### src/rtl/xmodem_checksum_receiver_assert.svh
// ----------------------------------------------------------------------------
// xmodem checksum receiver assertion macros
// shared property forms for the receiver's concurrent checks
// ----------------------------------------------------------------------------
`ifndef XMODEM_CHECKSUM_RECEIVER_ASSERT_SVH
`define XMODEM_CHECKSUM_RECEIVER_ASSERT_SVH

// same-cycle implication, off during reset
`define XCR_ASSERT_NOW(label, clk, rst, ante, cons) \
  label: assert property (@(posedge clk) disable iff (rst) (ante) |-> (cons)) \
    else $error("assertion failed");

// next-cycle implication, off during reset
`define XCR_ASSERT_NEXT(label, clk, rst, ante, cons) \
  label: assert property (@(posedge clk) disable iff (rst) (ante) |=> (cons)) \
    else $error("assertion failed");

`endif

### src/rtl/xcr_pkg.sv
// ----------------------------------------------------------------------------
// xcr_pkg
// constants, phase codes and result record for the xmodem checksum receiver
// ----------------------------------------------------------------------------
`timescale 1ns / 1ps

package xcr_pkg;

  localparam int BLOCK_BYTES = 128;
  localparam int NAK_W       = 22;

  localparam logic [NAK_W-1:0] NAK_INTERVAL_RST = NAK_W'(2000000);

  localparam logic [7:0] CH_SOH = 8'h01;
  localparam logic [7:0] CH_EOT = 8'h04;
  localparam logic [7:0] CH_ACK = 8'h06;
  localparam logic [7:0] CH_NAK = 8'h15;
  localparam logic [7:0] CH_CAN = 8'h18;
  localparam logic [7:0] CPL_OK = 8'hff;

  localparam logic REQ_BYTE = 1'b0;
  localparam logic REQ_TICK = 1'b1;

  localparam logic [2:0] PH_HEADER = 3'd0;
  localparam logic [2:0] PH_SEQ    = 3'd1;
  localparam logic [2:0] PH_CPL    = 3'd2;
  localparam logic [2:0] PH_DATA   = 3'd3;
  localparam logic [2:0] PH_SUM    = 3'd4;
  localparam logic [2:0] PH_DONE   = 3'd5;
  localparam logic [2:0] PH_ABORT  = 3'd6;

  localparam logic [1:0] ST_RUN   = 2'd0;
  localparam logic [1:0] ST_DONE  = 2'd1;
  localparam logic [1:0] ST_ABORT = 2'd2;

  typedef struct packed {
    logic       data_valid;
    logic [7:0] data_byte;
    logic [6:0] data_offset;
    logic       tx_valid;
    logic [7:0] tx_byte;
    logic       block_good;
    logic [7:0] block_seq;
    logic [1:0] status;
  } xcr_result_t;

endpackage

### src/rtl/xmodem_checksum_receiver.sv
// ----------------------------------------------------------------------------
// xmodem_checksum_receiver
// xmodem receiver, 128-byte blocks with 8-bit additive checksum
// ----------------------------------------------------------------------------
//  channel   direction  fields
//  s_axis    in         tuser: req_type; tdata: rx_byte
//  m_axis    out        tuser: tx_valid, data_valid; tdata: see port comment
//  cfg       in         cfg_wdata: nak_interval
//
//  one transaction per cycle on each side while the output is not stalled; an item
//  waits in the input register and its result, if any, is registered in the output register.
//  a stalled output holds the input register and then s_axis_tready.
//  rst is synchronous; nak_interval returns to 2000000 and the protocol
//  restarts waiting for the first header.
// ----------------------------------------------------------------------------
`timescale 1ns / 1ps

module xmodem_checksum_receiver (
  input  logic                      clk,
  input  logic                      rst,
  input  logic                      s_axis_tvalid,
  output logic                      s_axis_tready,
  input  logic [7:0]                s_axis_tdata,   // rx_byte
  input  logic                      s_axis_tuser,   // req_type
  output logic                      m_axis_tvalid,
  input  logic                      m_axis_tready,
  // data_byte[7:0], data_offset[14:8], tx_byte[22:15], block_good[23],
  // block_seq[31:24], status[33:32], zero[39:34]
  output logic [39:0]               m_axis_tdata,
  output logic [1:0]                m_axis_tuser,   // tx_valid[1], data_valid[0]
  input  logic                      cfg_we,
  input  logic [xcr_pkg::NAK_W-1:0] cfg_wdata
);
  import xcr_pkg::*;

  logic             in_valid;
  logic             in_type;
  logic [7:0]       in_byte;
  logic             go;
  logic             res_valid;
  xcr_result_t      res;
  xcr_result_t      out_res;
  logic [NAK_W-1:0] nak_interval;

  assign go            = in_valid && (!m_axis_tvalid || m_axis_tready);
  assign s_axis_tready = !in_valid || go;

  always_ff @(posedge clk) begin
    if (rst) begin
      nak_interval <= NAK_INTERVAL_RST;
    end else if (cfg_we) begin
      nak_interval <= cfg_wdata;
    end
  end

  always_ff @(posedge clk) begin
    if (rst) begin
      in_valid <= 1'b0;
    end else if (s_axis_tvalid && s_axis_tready) begin
      in_valid <= 1'b1;
    end else if (go) begin
      in_valid <= 1'b0;
    end
  end

  always_ff @(posedge clk) begin
    if (s_axis_tvalid && s_axis_tready) begin
      in_type <= s_axis_tuser;
      in_byte <= s_axis_tdata;
    end
  end

  xcr_fsm u_fsm (
    .clk          (clk),
    .rst          (rst),
    .go           (go),
    .req_type     (in_type),
    .rx_byte      (in_byte),
    .nak_interval (nak_interval),
    .res_valid    (res_valid),
    .res          (res)
  );

  always_ff @(posedge clk) begin
    if (rst) begin
      m_axis_tvalid <= 1'b0;
    end else if (go && res_valid) begin
      m_axis_tvalid <= 1'b1;
    end else if (m_axis_tready) begin
      m_axis_tvalid <= 1'b0;
    end
  end

  always_ff @(posedge clk) begin
    if (go && res_valid) begin
      out_res <= res;
    end
  end

  assign m_axis_tuser = {out_res.tx_valid, out_res.data_valid};
  assign m_axis_tdata = {6'd0, out_res.status, out_res.block_seq, out_res.block_good,
                         out_res.tx_byte, out_res.data_offset, out_res.data_byte};

endmodule

### src/rtl/xcr_fsm.sv
// ----------------------------------------------------------------------------
// xcr_fsm
// protocol state and per-item update: header, sequence, complement, data, sum
// ----------------------------------------------------------------------------
`timescale 1ns / 1ps
`include "xmodem_checksum_receiver_assert.svh"

module xcr_fsm (
  input  logic                     clk,
  input  logic                     rst,
  input  logic                     go,
  input  logic                     req_type,
  input  logic [7:0]               rx_byte,
  input  logic [xcr_pkg::NAK_W-1:0] nak_interval,
  output logic                     res_valid,
  output xcr_pkg::xcr_result_t     res
);
  import xcr_pkg::*;

  logic [2:0]       phase, phase_next;
  logic             started, started_next;
  logic [7:0]       expected_seq, expected_seq_next;
  logic [7:0]       running_sum, running_sum_next;
  logic [6:0]       byte_index, byte_index_next;
  logic [NAK_W-1:0] tick_count, tick_count_next;
  logic [NAK_W:0]   tick_sum;

  assign tick_sum = {1'b0, tick_count} + (NAK_W+1)'(1);

  always_comb begin
    phase_next        = phase;
    started_next      = started;
    expected_seq_next = expected_seq;
    running_sum_next  = running_sum;
    byte_index_next   = byte_index;
    tick_count_next   = tick_count;
    res_valid         = 1'b0;
    res               = '0;
    res.status        = ST_RUN;

    if (go && phase != PH_DONE && phase != PH_ABORT) begin
      if (req_type == REQ_TICK) begin
        if (phase == PH_HEADER && !started) begin
          if (tick_sum >= {1'b0, nak_interval}) begin
            tick_count_next = '0;
            res_valid       = 1'b1;
            res.tx_valid    = 1'b1;
            res.tx_byte     = CH_NAK;
          end else begin
            tick_count_next = tick_sum[NAK_W-1:0];
          end
        end
      end else begin
        unique case (phase)
          PH_HEADER: begin
            tick_count_next = '0;
            if (rx_byte == CH_EOT) begin
              phase_next   = PH_DONE;
              res_valid    = 1'b1;
              res.tx_valid = 1'b1;
              res.tx_byte  = CH_ACK;
              res.status   = ST_DONE;
            end else if (rx_byte == CH_CAN) begin
              phase_next = PH_ABORT;
              res_valid  = 1'b1;
              res.status = ST_ABORT;
            end else if (rx_byte == CH_SOH) begin
              started_next = 1'b1;
              phase_next   = PH_SEQ;
            end else if (started) begin
              // stray byte once the transfer is running
              phase_next = PH_ABORT;
              res_valid  = 1'b1;
              res.status = ST_ABORT;
            end
          end
          PH_SEQ: begin
            if (rx_byte != expected_seq) begin
              phase_next   = PH_HEADER;
              res_valid    = 1'b1;
              res.tx_valid = 1'b1;
              res.tx_byte  = CH_NAK;
            end else begin
              phase_next = PH_CPL;
            end
          end
          PH_CPL: begin
            if ((expected_seq ^ rx_byte) != CPL_OK) begin
              phase_next   = PH_HEADER;
              res_valid    = 1'b1;
              res.tx_valid = 1'b1;
              res.tx_byte  = CH_NAK;
            end else begin
              running_sum_next = '0;
              byte_index_next  = '0;
              phase_next       = PH_DATA;
            end
          end
          PH_DATA: begin
            running_sum_next = running_sum + rx_byte;
            if (byte_index == 7'(BLOCK_BYTES - 1)) begin
              byte_index_next = '0;
              phase_next      = PH_SUM;
            end else begin
              byte_index_next = byte_index + 7'd1;
            end
            res_valid       = 1'b1;
            res.data_valid  = 1'b1;
            res.data_byte   = rx_byte;
            res.data_offset = byte_index;
          end
          PH_SUM: begin
            phase_next   = PH_HEADER;
            res_valid    = 1'b1;
            res.tx_valid = 1'b1;
            if (running_sum != rx_byte) begin
              res.tx_byte = CH_NAK;
            end else begin
              res.tx_byte       = CH_ACK;
              res.block_good    = 1'b1;
              res.block_seq     = expected_seq;
              expected_seq_next = expected_seq + 8'd1;
            end
          end
          default: begin
            phase_next = PH_ABORT;
          end
        endcase
      end
    end
  end

  always_ff @(posedge clk) begin
    if (rst) begin
      phase        <= PH_HEADER;
      started      <= 1'b0;
      expected_seq <= 8'd1;
      running_sum  <= '0;
      byte_index   <= '0;
      tick_count   <= '0;
    end else begin
      phase        <= phase_next;
      started      <= started_next;
      expected_seq <= expected_seq_next;
      running_sum  <= running_sum_next;
      byte_index   <= byte_index_next;
      tick_count   <= tick_count_next;
    end
  end

  `XCR_ASSERT_NEXT(a_done_sticks, clk, rst, phase == PH_DONE, phase == PH_DONE)
  `XCR_ASSERT_NEXT(a_abort_sticks, clk, rst, phase == PH_ABORT, phase == PH_ABORT)
  `XCR_ASSERT_NEXT(a_started_sticks, clk, rst, started, started)
  `XCR_ASSERT_NOW(a_one_kind, clk, rst, res_valid && res.data_valid,
                  !res.tx_valid && !res.block_good)
  `XCR_ASSERT_NEXT(a_seq_advance, clk, rst, res_valid && res.block_good,
                   expected_seq == $past(expected_seq) + 8'd1)

endmodule
### config.mk
export PLATFORM = sky130hd
export DESIGN_NAME = xmodem_checksum_receiver
export DESIGN_NICKNAME = d
export VERILOG_FILES = /design/src/rtl/xcr_pkg.sv /design/src/rtl/xmodem_checksum_receiver.sv /design/src/rtl/xcr_fsm.sv
export VERILOG_INCLUDE_DIRS = /design/src /design/src/rtl
export SDC_FILE = /design/constraint.sdc
export NUM_CORES = 1
export LEC_CHECK = 0
export ABC_CLOCK_PERIOD_IN_PS = 6100
export BUFFER_PORTS_ARGS = -buffer_cell sky130_fd_sc_hd__buf_2
export CAP_MARGIN = 30
export CORE_MARGIN = 1
export CORE_UTILIZATION = 53
export DETAILED_ROUTE_END_ITERATION = 7
export GPL_ROUTABILITY_DRIVEN = 0
export PLACE_DENSITY_LB_ADDON = 0.25
export SKIP_LAST_GASP = 1
export SYNTH_ARGS = -nofsm -noshare
export SYNTH_HDL_FRONTEND = slang
export SYNTH_HIERARCHICAL = 1
export SYNTH_SLANG_ARGS = --single-unit
### constraint.sdc
create_clock -name clk -period 6.1 [get_ports clk]
set_clock_uncertainty 0.2 [all_clocks]
set_input_delay 0.915 -clock clk [delete_from_list [all_inputs] [get_ports clk]]
set_output_delay 0.915 -clock clk [all_outputs]
set_load 0.05 [all_outputs]
* Word level (Yosys, flattened, before mapping)
Index checks and enable logic that the tools add are counted.
Widths: inputs -> output; s select.
** Operators by class
- Eq/ne operators :: 17
- Reduce and logical (&&, ||, !) cells :: 28
- Multiplexer cells :: 46
- Bitwise operators :: 9
- Add/subtract/negate cells :: 4
- Order comparisons :: 1
** Operators with widths (number)
- $mux 22 :: 4
- $mux 9 :: 7
- $pmux 9 s4 :: 1
- $add 22x1->23 const B :: 1
- $ge 23x22->1 :: 1
- $mux 16 :: 1
- $ne 8x8->1 :: 2
- $pmux 8 s2 :: 1
- $mux 1 :: 15
- $mux 3 :: 5
- $pmux 3 s5 :: 1
- $mux 7 :: 2
- $pmux 7 s2 :: 1
- $reduce_and 4->1 :: 3
- $mux 2 :: 5
- $reduce_or 3->1 :: 3
- $add 8x1->8 const B :: 1
- $add 8x8->8 :: 1
- $eq 8x1->1 const B :: 1
- $eq 8x3->1 const B :: 1
- $eq 8x5->1 const B :: 1
- $mux 8 :: 1
- $ne 8x8->1 const B :: 1
- $not 1->1 :: 8
- 21 further kinds :: 37
** Storage, ports and cells
- Input bits :: 36
- Flip-flop bits (word level) :: 118
- Logic and storage cells :: 125

* Logic depth before layout (Yosys ltp)
- Depth after elaboration :: 9
- Gate-level depth with buffers :: 15

* By module
The synthesis kept the hierarchy.
** Modules (own cells, without submodules)
- xcr_fsm :: times used 1, area an instance 3875.0 µm², cells each 471
- xmodem_checksum_receiver :: times used 1, area an instance 2298.5 µm², cells each 134

* Least setup slack after synthesis
OpenSTA, ideal clock, no wires.
- Path kind :: reg2reg
- Start :: register u_fsm.tick_count[0]
- End :: register out_res, in the netlist m_axis_tdata[0], enable pin
- Arrival :: 4648 ps
- Slack :: 818 ps
- Cell stages (with the launch flop) :: 16
- Path buffers :: 0
- Cell sequence :: dfxtp_1 ha_1 nand3_1 nor4_4 nand3_1 nor2_1 xor2_1 ha_1 nand4_1 nor4_1 o21ai_0 nand2_1 o211ai_1 a31oi_1 nand2_1 nor2b_1
** On the way
- Longest elaborated chain between the ends :: 7
** RTL lines
- start: declaration :: line xcr_fsm.sv:25 : logic [NAK_W-1:0] tick_count, tick_count_next;
- start signal: assignment :: line xcr_fsm.sv:147 : tick_count <= tick_count_next;
- $add 22x1->23 :: line xcr_fsm.sv:28 : assign tick_sum = {1'b0, tick_count} + (NAK_W+1)'(1);
- $ge 23x22->1 :: line xcr_fsm.sv:44 : if (tick_sum >= {1'b0, nak_interval}) begin
- $mux 1 :: line xcr_fsm.sv:44
- $mux 1 :: line xcr_fsm.sv:43 : if (phase == PH_HEADER && !started) begin
- $mux 1 :: line xcr_fsm.sv:42 : if (req_type == REQ_TICK) begin
- $mux 1 :: line xcr_fsm.sv:41 : if (go && phase != PH_DONE && phase != PH_ABORT) begin
- net res_valid :: line xmodem_checksum_receiver.sv:40 : logic res_valid;
- $logic_and 1x1->1 :: line xmodem_checksum_receiver.sv:95 : if (go && res_valid) begin
- end signal: assignment :: line xmodem_checksum_receiver.sv:96 : out_res <= res;
- end: declaration :: line xmodem_checksum_receiver.sv:42 : xcr_result_t out_res;
The timed path passes the listed nets, and every way through them passes these cells.
A chain may end at the register's enable or synchronous reset.

* Worst setup path after layout
- Start :: register u_fsm.tick_count[0]
- End :: register out_res, in the netlist m_axis_tdata[25], enable pin
Same word-level chain as after synthesis.

==> results.json <==
{
  "status": "completed",
  "arrival_ps": 4730,
  "die_y_microns": 110,
  "rsz0062_at_grt": "no",
  "cp_data_required_time_ps": 6020,
  "worstSetupStartpointType": "flop",
  "synth_top_area_cell": "dfxtp_1",
  "slew_headroom_pct": 53.2,
  "min_to": "u_fsm/running_sum[0]$_SDFFE_PP0P_",
  "die_x_microns": 110,
  "drive_gt1_share_pct": 17.2,
  "ys_ff_latch": 118,
  "worstRegToRegCells": 16,
  "power_mw": 1.95,
  "tightest_slew_ps": 696,
  "synth.top_cell.area_share_pct": 23.7,
  "n_antenna_cell": 0,
  "cts_tree": "built",
  "fin_area_sq_um": 7140,
  "placed_area_sq_um": 6530,
  "synth.avg_cell_area_sq_um": 10.2,
  "vias_per_cell": 5.59,
  "setup_viol": 0,
  "coreArea_sq_um": 11400,
  "synthCells": 605,
  "routed-via-count": 4644,
  "ant_nets": 0,
  "dp_slack_ps": 1100,
  "ir_worst_vdd_uv": 252,
  "rrSetupSlack_ps": 1290,
  "power_density_nw_per_um2": 273,
  "cp-startpoint": "u_fsm/tick_count[0]$_SDFFE_PP0P_",
  "antenna_found_initial": 0,
  "hp-class": "reg2reg",
  "drt_iter0_markers": 197,
  "finalSetupTns_ps": 0,
  "grt_pass1_wl_mm": 20.7,
  "ios": 80,
  "cts.path.max_buffers": 2,
  "yosysSeqAreaShare_pct": 45.6,
  "fill_cells": 955,
  "cts_resized": 0,
  "timing.rr.start": "u_fsm/tick_count[0]$_SDFFE_PP0P_",
  "area_growth_pct": 15.6,
  "clk_pin_slew_ps": 50,
  "drc": 0,
  "root_buffer": "clkbuf_16",
  "htree_levels": 4,
  "synth_edf_count": 45,
  "row_count": 39,
  "yosys_warnings": 6,
  "track_usage_pct": 23.2,
  "port_buffers": 73,
  "fin_ws_ps": 1290,
  "postCtsSetupRepairBufs": 0,
  "cp-end-kind": "flop",
  "cts_hold_buf": 0,
  "slew_violations": 0,
  "syn-cell-area_sq_um": 6170,
  "die-area_sq_um": 12100,
  "hp-start": "u_fsm/running_sum[0]$_SDFFE_PP0P_",
  "postRouteWirelength_mm": 13.0,
  "ys.flop_type": "dfxtp_1",
  "postSynth.asyncResetShare_pct": 0,
  "period_needed_ps": 4810,
  "crit_type": "reg2reg",
  "final.period_utilization_pct": 78.8,
  "cts.sinks": 118,
  "grt_overflow": 0,
  "clkLatencyLatePin_ps": 420,
  "leakage_nw": 2.97,
  "max_freq_ghz": 0.208,
  "synth.distinct_cells": 68,
  "utilization_pct": 62.8,
  "wl_per_cell_microns": 15.6,
  "reg2reg_to": "m_axis_tdata[25]$_DFFE_PP_",
  "cap_violations": 0,
  "dp_hpwl_mm": 9.06,
  "nets": 744,
  "hold_viol": 0,
  "grt_max_degree": 55,
  "synth.area.top_cells": "dfxtp_1, edfxtp_1, ha_1",
  "drt_pass1_iterations": 4,
  "crit_fanout": 20,
  "grt_pass1_vias": 4393,
  "min_path_cells": 2,
  "cts_made_buffers": 17,
  "initial_core_util_pct": 54.3
}
-- through the flow --
step	instances	hold WS [ps]
final	831	277
after global placement	798	264
after floorplan	613	249
after CTS	830	282
after global routing	831	310
after detailed placement	798	273
-- cell usage after synthesis, types with 9 or more instances --
cell type,instances
a22o_1,16
nand2b_1,12
nor2b_1,10
a21oi_1,24
nor3_1,11
dfxtp_1,73
nand2_1,32
and2_1,26
clkbuf_1,9
edfxtp_1,45
nor2_1,50
mux2i_1,20
xor2_1,18
o21ai_0,11
and3_1,12
ha_1,32
nand3_1,25
inv_1,30
xnor2_1,21
nand4_1,13
buf_4,13
-- logic make-up after synthesis --
family | synth area share, %
other | 0.122
adder cells (fa/ha/maj) | 6.81
AO/OA/AOI/OAI | 12.3
AND/OR/NAND/NOR | 20.4
multiplexers | 3.24
flip-flops | 45.6
XOR/XNOR | 5.80
buffers and inverters | 5.76
-- cell type report --
| cell class | count | area [sq um] | share of cell area, % |
|---|---|---|---|
| Tap cell | 143 | 179 | 2.51 |
| Sequential cell | 118 | 2810 | 39.4 |
| Clock buffer | 22 | 454 | 6.36 |
| Inverter | 30 | 113 | 1.58 |
| Multi-Input combinational cell | 432 | 3040 | 42.6 |
| Timing Repair Buffer | 76 | 408 | 5.72 |
| Clock inverter | 10 | 128 | 1.79 |
-- sequential cells by signal (all words and copies together), names as in the netlist --
| name | count |
|---|---|
| in_byte | 8 |
| in_type | 1 |
| in_valid | 1 |
| m_axis_tdata | 34 |
| m_axis_tuser | 2 |
| m_axis_tvalid | 1 |
| nak_interval | 22 |
| u_fsm/byte_index | 7 |
| u_fsm/expected_seq | 8 |
| u_fsm/phase | 3 |
| u_fsm/running_sum | 8 |
| u_fsm/started | 1 |
| u_fsm/tick_count | 22 |
-- routing by layer --
metal	track usage (%)	routed length [microns]	share of wire, %
met1	25.1	5410	42
met3	6.40	574	4.4
met2	40.4	6630	51
met4	13.7	386	3.0
met5	0	0	0
-- cell usage in the layout (no fill, tap or decap), types with 12 or more instances in the layout --
cell,Yosys,routed
a21oi_1,24,24
a22o_1,16,16
and2_1,26,26
and3_1,12,12
buf_2,4,73
clkbuf_16,0,17
dfxtp_1,73,73
edfxtp_1,45,45
ha_1,32,32
inv_1,30,30
mux2i_1,20,20
nand2_1,32,32
nand2b_1,12,12
nand3_1,25,25
nand4_1,13,13
nor2_1,50,50
xnor2_1,21,21
xor2_1,18,18
-- power breakdown --
| part | internal (mW) | switching (mW) | total, mW |
|---|---|---|---|
| Sequential | 0.833 | 0.0156 | 0.848 |
| Clock | 0.647 | 0.338 | 0.985 |
| Combinational | 0.0423 | 0.0705 | 0.113 |
| Total | 1.52 | 0.424 | 1.95 |
-- how the worst max path moves through the flow --
stage                                      end  slack [ps]  cells past startpoint
finish              m_axis_tdata[25]$_DFFE_PP_        1290                     16
global route        m_axis_tdata[16]$_DFFE_PP_         790                     16
CTS                 m_axis_tdata[22]$_DFFE_PP_        1120                     15
detailed placement   m_axis_tdata[2]$_DFFE_PP_        1100                     15
global placement     m_axis_tdata[0]$_DFFE_PP_        1320                     15
floorplan            m_axis_tdata[0]$_DFFE_PP_         820                     15
-- critical path, stage by stage, from the launching register on --
cell and delay (ps):
dfxtp_1 410, ha_1 230, nand3_1 210, nor4_4 480
nand3_1 240, nor2_1 160, xor2_1 270, ha_1 200
nand4_1 160, nor4_1 310, o21ai_0 120, nand2_1 300
o211ai_1 190, a31oi_1 190, nand2_1 120, nor2b_4 480
buf_16 240
Power figures use the tool's default switching activity.
